===== src/kst_pkg.sv =====
package kst_pkg;

    localparam int KEY_COUNT  = 256;
    localparam int SLOT_COUNT = 64;
    localparam int KEY_W      = $clog2(KEY_COUNT);
    localparam int SLOT_W     = $clog2(SLOT_COUNT);

    localparam logic [2:0] MODE_ADD    = 3'd0;
    localparam logic [2:0] MODE_SET    = 3'd1;
    localparam logic [2:0] MODE_REMOVE = 3'd2;
    localparam logic [2:0] MODE_GET    = 3'd3;
    localparam logic [2:0] MODE_FIND   = 3'd4;

    localparam logic [1:0] ST_OK     = 2'd0;
    localparam logic [1:0] ST_FULL   = 2'd1;
    localparam logic [1:0] ST_ABSENT = 2'd2;

    typedef struct packed {
        logic [2:0]         mode;
        logic [7:0]         key;
        logic signed [31:0] data_in;
    } req_t;

    typedef struct packed {
        logic signed [31:0] data_out;
        logic               present;
        logic [5:0]         slot_used_index;
        logic [1:0]         status;
    } rsp_t;

    typedef struct packed {
        logic              rel_en;
        logic [SLOT_W-1:0] rel_slot;
        logic              claim_en;
    } pool_upd_t;

    typedef struct packed {
        logic              slot_wr;
        logic              set_valid;
        logic              clr_valid;
        logic [SLOT_W-1:0] slot;
    } key_upd_t;

endpackage


===== src/kst_key_map.sv =====
module kst_key_map
(
    input  logic                        clk,
    input  logic                        rst_n,
    input  logic                        rd_en,
    input  logic [kst_pkg::KEY_W-1:0]   rd_key,
    output logic [kst_pkg::SLOT_W-1:0]  rd_slot,
    output logic                        rd_valid,
    input  logic [kst_pkg::KEY_W-1:0]   wr_key,
    input  kst_pkg::key_upd_t           upd
);

    logic [kst_pkg::SLOT_W-1:0] slot_mem [kst_pkg::KEY_COUNT];
    logic [kst_pkg::SLOT_W-1:0] rd_slot_reg;
    logic [kst_pkg::KEY_COUNT-1:0] valid_reg;
    logic                          rd_valid_reg;

    always_ff @(posedge clk)
    begin
        if (upd.slot_wr)
        begin
            slot_mem[wr_key] <= upd.slot;
        end
        if (rd_en)
        begin
            rd_slot_reg <= slot_mem[rd_key];
        end
    end

    always_ff @(posedge clk or negedge rst_n)
    begin
        if (!rst_n)
        begin
            valid_reg    <= '0;
            rd_valid_reg <= 1'b0;
        end
        else
        begin
            if (upd.set_valid)
            begin
                valid_reg[wr_key] <= 1'b1;
            end
            else if (upd.clr_valid)
            begin
                valid_reg[wr_key] <= 1'b0;
            end
            if (rd_en)
            begin
                rd_valid_reg <= valid_reg[rd_key];
            end
        end
    end

    assign rd_slot  = rd_slot_reg;
    assign rd_valid = rd_valid_reg;

endmodule


===== config.mk =====
export PLATFORM = sky130hd
export DESIGN_NAME = kst_key_map
export DESIGN_NICKNAME = d
export VERILOG_FILES = /design/src/kst_pkg.sv /design/src/kst_key_map.sv
export SDC_FILE = /design/constraint.sdc
export NUM_CORES = 2
export LEC_CHECK = 0
export BUFFER_PORTS_ARGS = -buffer_cell sky130_fd_sc_hd__buf_2
export CAP_MARGIN = 20
export CORE_MARGIN = 3
export CORE_UTILIZATION = 60
export DETAILED_ROUTE_END_ITERATION = 8
export PLACE_DENSITY = 0.76
export SLEW_MARGIN = 10
export SYNTH_ARGS = -nofsm -noshare
export SYNTH_HDL_FRONTEND = slang
export SYNTH_SLANG_ARGS = --single-unit

===== constraint.sdc =====
create_clock -name clk -period 2.3 [get_ports clk]
set_input_delay 0.115 -clock clk [delete_from_list [all_inputs] [get_ports clk]]
set_output_delay 0.115 -clock clk [all_outputs]
set_load 0.03 [all_outputs]

Word level (Yosys, flattened, before mapping)
Memory sizes are Yosys's and may differ from the RTL's. A register that Yosys moved wholly into a read port is not among the register bits.
Index checks and enable logic that the tools add are counted.
- memories: 1
- bits in writable memories: 1536
- output and inout port bits: 7
- register bits after elaboration: 257
- input port bits: 28
- word-level logic and storage cells: 19
- memories (memory ; words ; bits a word ; rd ports ; clocked after Yosys merged registers in ; wr ports ; line ; RTL):
    slot_mem ; 256 ; 6 ; 1 ; 1 ; 1 ; kst_key_map.sv:13 ; logic [kst_pkg::SLOT_W-1:0] slot_mem [kst_pkg::KEY_COUNT];
- reductions and logical operators: 2
- multiplexer cells: 8
- bitwise operators: 3
- magnitude comparators: 3
- operator list (operator ; number):
    256-bit two-way mux ; 2
    256-bit AND ; 1
    256-bit NOT ; 1
    256-bit OR ; 1
    8-bit by 9-bit less-than comparator with 1-bit output, second input constant ; 2
    1-bit binary-select mux with 8-bit select ; 1
    1-bit demux with 8-bit select ; 1
    8-bit by 1-bit >= comparator with 1-bit output, second input constant ; 1
    1-bit two-way mux ; 4
    2-bit nonzero test ; 1
    1-bit logical AND ; 1

Logic depth before layout (Yosys ltp)
- depth after elaboration: 8
- depth in mapped cells: 12
- mapped depth without buffers: 7

Least setup slack after synthesis
Ideal clock, no wire load.
- path type: in2reg
- start: input port rd_key[1] (netlist name)
- end: register rd_slot_reg, in the netlist rd_slot[1] (read register of slot_mem), data pin
- path slack: -89 ps
- arrival time: 2130 ps
- stages: 10
- data required time: 2041 ps
- setup time: 259 ps
- path buffers: 4
- path through: buf_4 -> buf_4 -> buf_2 -> buf_1 -> mux4_2 -> a22oi_1 -> a21oi_1 -> nor4_1 -> o22ai_1 -> or2_1
- RTL lines (element ; line ; RTL):
    start: declaration ; kst_key_map.sv:6 ; input logic [kst_pkg::KEY_W-1:0] rd_key,
    end: declaration ; kst_key_map.sv:14 ; logic [kst_pkg::SLOT_W-1:0] rd_slot_reg;

==> results.toml <==
[hold_path]
hp-class = "input pin to register"

[drt]
initialDrtViolationCount = 5607
routed_wl_mm = 188
antenna_left = 0
vias_per_cell = 6.82
drc = 0
via_count = 41400
dr.pass1.iters = 6
wl_per_cell_um = 31.0

[synth]
synth-edff-count = 1542
synth.area.mux_share_pct = 14.3
synth-xor-area-share_pct = 0
ys.flop_type = "edfxtp_1"
ys_seq_area_share_pct = 74.2
yosys.area_share.simple_pct = 2.76
synth_compound_gate_area_share_pct = 6.83
ys_warn_count = 0
async_flop_share_pct = 14.3
synth_fa_ha_area_share_pct = 0
synth.distinct_cells = 39
avgSynthCellArea_um2 = 18.3
synth_top_family_by_area = "multiplexers"
synth_seq_cells = 1799
synth_cells = 3887
syn-cell-area_mm2 = 0.0711
synth_nets = 3915

[timing]
timing.fmax_ghz = 0.410
tightest_slew_ns = 0.919
finalSetupTns_ns = -0.563
hold_viol = 0
finalClockSkew_ns = 0.0201
min_period_ns = 2.44
slew_headroom_pct = 38.6
rsz0062_at_grt = "true"
worst_slack_ns = -0.139
setup_viol = 6
maxSlewViolCount = 0
fin_crit_sh_pct = 106

[global_route]
grt_max_degree = 113
gr-usage-all-layers_pct = 31.2
grt_overflow = 0
antenna_found_initial = 8
grt_pass1_wl_mm = 278
grt_pass1_vias = 41700

[power]
peakVddDrop_mv = 0.787
power_density_mw_per_mm2 = 816
finalPower_mw = 68.4
power_leakage_nw = 28.2

[floorplanning]
io_pins = 35
die_x_um = 350
row_count = 125
start_util_pct = 60.8
dieArea_mm2 = 0.123
die_h_um = 350
core-area_mm2 = 0.117

[clock_network]
cts_buffers = 175
cts_tree = "built"
clk_latency_ns = 0.78
cts-htree-levels = 4
clkSinkCount = 1799
clk_root_buffer_cell = "clkbuf_16"
cts_post_setup_buffers_inserted = 0
clk_pin_slew_worst_paths_ns = 0.07
clockBufferDepth = 3

[critical_path]
r2r-start = "slot_mem[157][3]$_DFFE_PP_"
reg2reg_depth = 7
crit_required_ns = 2.82
critical_path_arrival_ns = 2.96
setup.worst_path.start = "slot_mem[157][3]$_DFFE_PP_"
worstSetupStartpointType = "register"
r2r-end = "rd_slot[3]$_DFFE_PP_"
ff2ff_setup_slack_ns = -0.14
path_max_fanout = 1
path_class = "register to register"
crit_end = "rd_slot[3]$_DFFE_PP_"
endpoint_kind = "register"

[cells_and_area]
drive_above_1_share_pct = 32.3
area_delta_synth_final_pct = 18.0
nNetsFinal = 4431

[placement]
placement.io_buffers = 34
routabilityCongestion = 0.887
place_hpwl_mm = 114

[outcome]
status = "complete, but fails checks"
violations = "setup timing"

[run]
drv_cap = 0
-- final cells by class --
type / count / area (µm²)
Clock inverter: 92 / 826
Sequential cell: 1799 / 52700
Tap cell: 1524 / 1910
Inverter: 5 / 18.8
Antenna cell: 3 / 7.51
Timing Repair Buffer: 636 / 5720
Fill cell: 6630 / 33000
Clock buffer: 226 / 4700
Multi-Input combinational cell: 1786 / 18000
-- per-stage QoR --
step | util [%] | area [µm²] | std cells | hold slack (ns) | setup WS [ns]
floorplan | - | 71100 | 3887 | -0.181 | -0.00243
global placement | 66.2 | 77300 | 5741 | 0.141 | -1.03
detailed placement | 66.2 | 77300 | 5741 | 0.141 | -1.06
CTS | 71.6 | 83600 | 6069 | 0.00116 | -0.113
global route | 71.8 | 83900 | 6069 | 0.0234 | -0.174
finish | 71.8 | 83900 | 6071 | 0.00420 | -0.139
-- cells in the mapped netlist (2+ instances only) --
cell | instances | share of area [%]
a21oi_1 | 99 | 0.70
nand4_1 | 6 | 0.053
nand3b_1 | 2 | 0.021
nand2b_1 | 11 | 0.097
o22ai_1 | 18 | 0.16
o221ai_1 | 11 | 0.14
a211oi_1 | 4 | 0.042
buf_4 | 15 | 0.16
buf_2 | 50 | 0.35
o311a_1 | 2 | 0.028
mux4_2 | 435 | 14
o21ai_0 | 515 | 3.6
nand3_1 | 19 | 0.13
nor4_1 | 28 | 0.25
nor2b_1 | 9 | 0.079
buf_1 | 22 | 0.12
or2_2 | 2 | 0.018
edfxtp_1 | 1542 | 65
a22oi_1 | 196 | 2.1
or2_1 | 6 | 0.053
nand2_1 | 87 | 0.46
dfrtp_1 | 257 | 9.1
buf_6 | 11 | 0.17
clkbuf_1 | 199 | 1.1
clkinv_1 | 2 | 0.011
mux2i_1 | 34 | 0.48
nor2_1 | 275 | 1.5
nand4b_1 | 2 | 0.025
inv_1 | 3 | 0.016
nor3_1 | 14 | 0.099
mux2_2 | 3 | 0.048
-- where the power goes --
group / total (mW) / leakage, nW / switching [mW] / internal (mW)
Clock: 27.8 / 2.73 / 12.1 / 15.7
Combinational: 4.46 / 8.08 / 2.66 / 1.80
Sequential: 36.1 / 17.4 / 0.227 / 35.9
-- repair_timing --
action | 4_1_cts | 5_1_grt
hold buffers | 13 | 0
hold endpoints to repair | 581 | 0
cloned | 0 | 0
setup endpoints to repair | 6 | 6
pin swaps | 39 | 21
gates resized for setup | 119 | 50
-- placed cells by master (no fill, tap or decap), types with 72 or more instances in the layout --
cell,synthesis,routed
nand2_1,87,80
buf_4,15,514
o21ai_0,515,515
buf_12,0,72
mux4_2,435,435
clkbuf_16,0,178
edfxtp_1,1542,1542
a22oi_1,196,126
nor2_1,275,271
dfrtp_1,257,257
-- metal layers --
metal | global-route usage [%] | up-vias | wire length (µm) | share of wire [%]
met5 | 0 | - | 53 | 0.028
met2 | 50.0 | 2795 | 92100 | 49
met3 | 6.20 | 501 | 19900 | 11
met4 | 14.0 | 8 | 8910 | 4.7
met1 | 42.2 | 21300 | 67200 | 36
li1 | - | 16800 | - | -
-- kinds of logic (layout without fill, tap and decap cells) --
logic type | Yosys count | after routing
AO/OA/AOI/OAI | 851 | 851
buffers and inverters | 302 | 959
flip-flops | 1799 | 1799
multiplexers | 472 | 472
other | 0 | 3
AND/OR/NAND/NOR | 463 | 463
-- worst max-delay path, stage by stage (launching register included) --
cell and delay, ns:
edfxtp_1 0.41, mux4_2 0.49, a22oi_2 0.26, a21oi_4 0.13, nor4_4 0.36, buf_4 0.20, o22ai_4 0.09, or2_1 0.25
-- worst min path at each step --
| stage | from | cells past startpoint | to |
|---|---|---|---|
| 3_3_place_gp | rst_n | 1 | async pin |
| 4_1_cts | upd[3] | 1 | slot_mem[63][3]$_DFFE_PP_ |
| 3_5_place_dp | rst_n | 1 | async pin |
| 6_report | upd[3] | 1 | slot_mem[62][3]$_DFFE_PP_ |
| 5_1_grt | upd[3] | 1 | slot_mem[40][3]$_DFFE_PP_ |
| 2_1_floorplan | rst_n | 0 | async pin |
No activity file was read; power rests on OpenSTA's default activity.
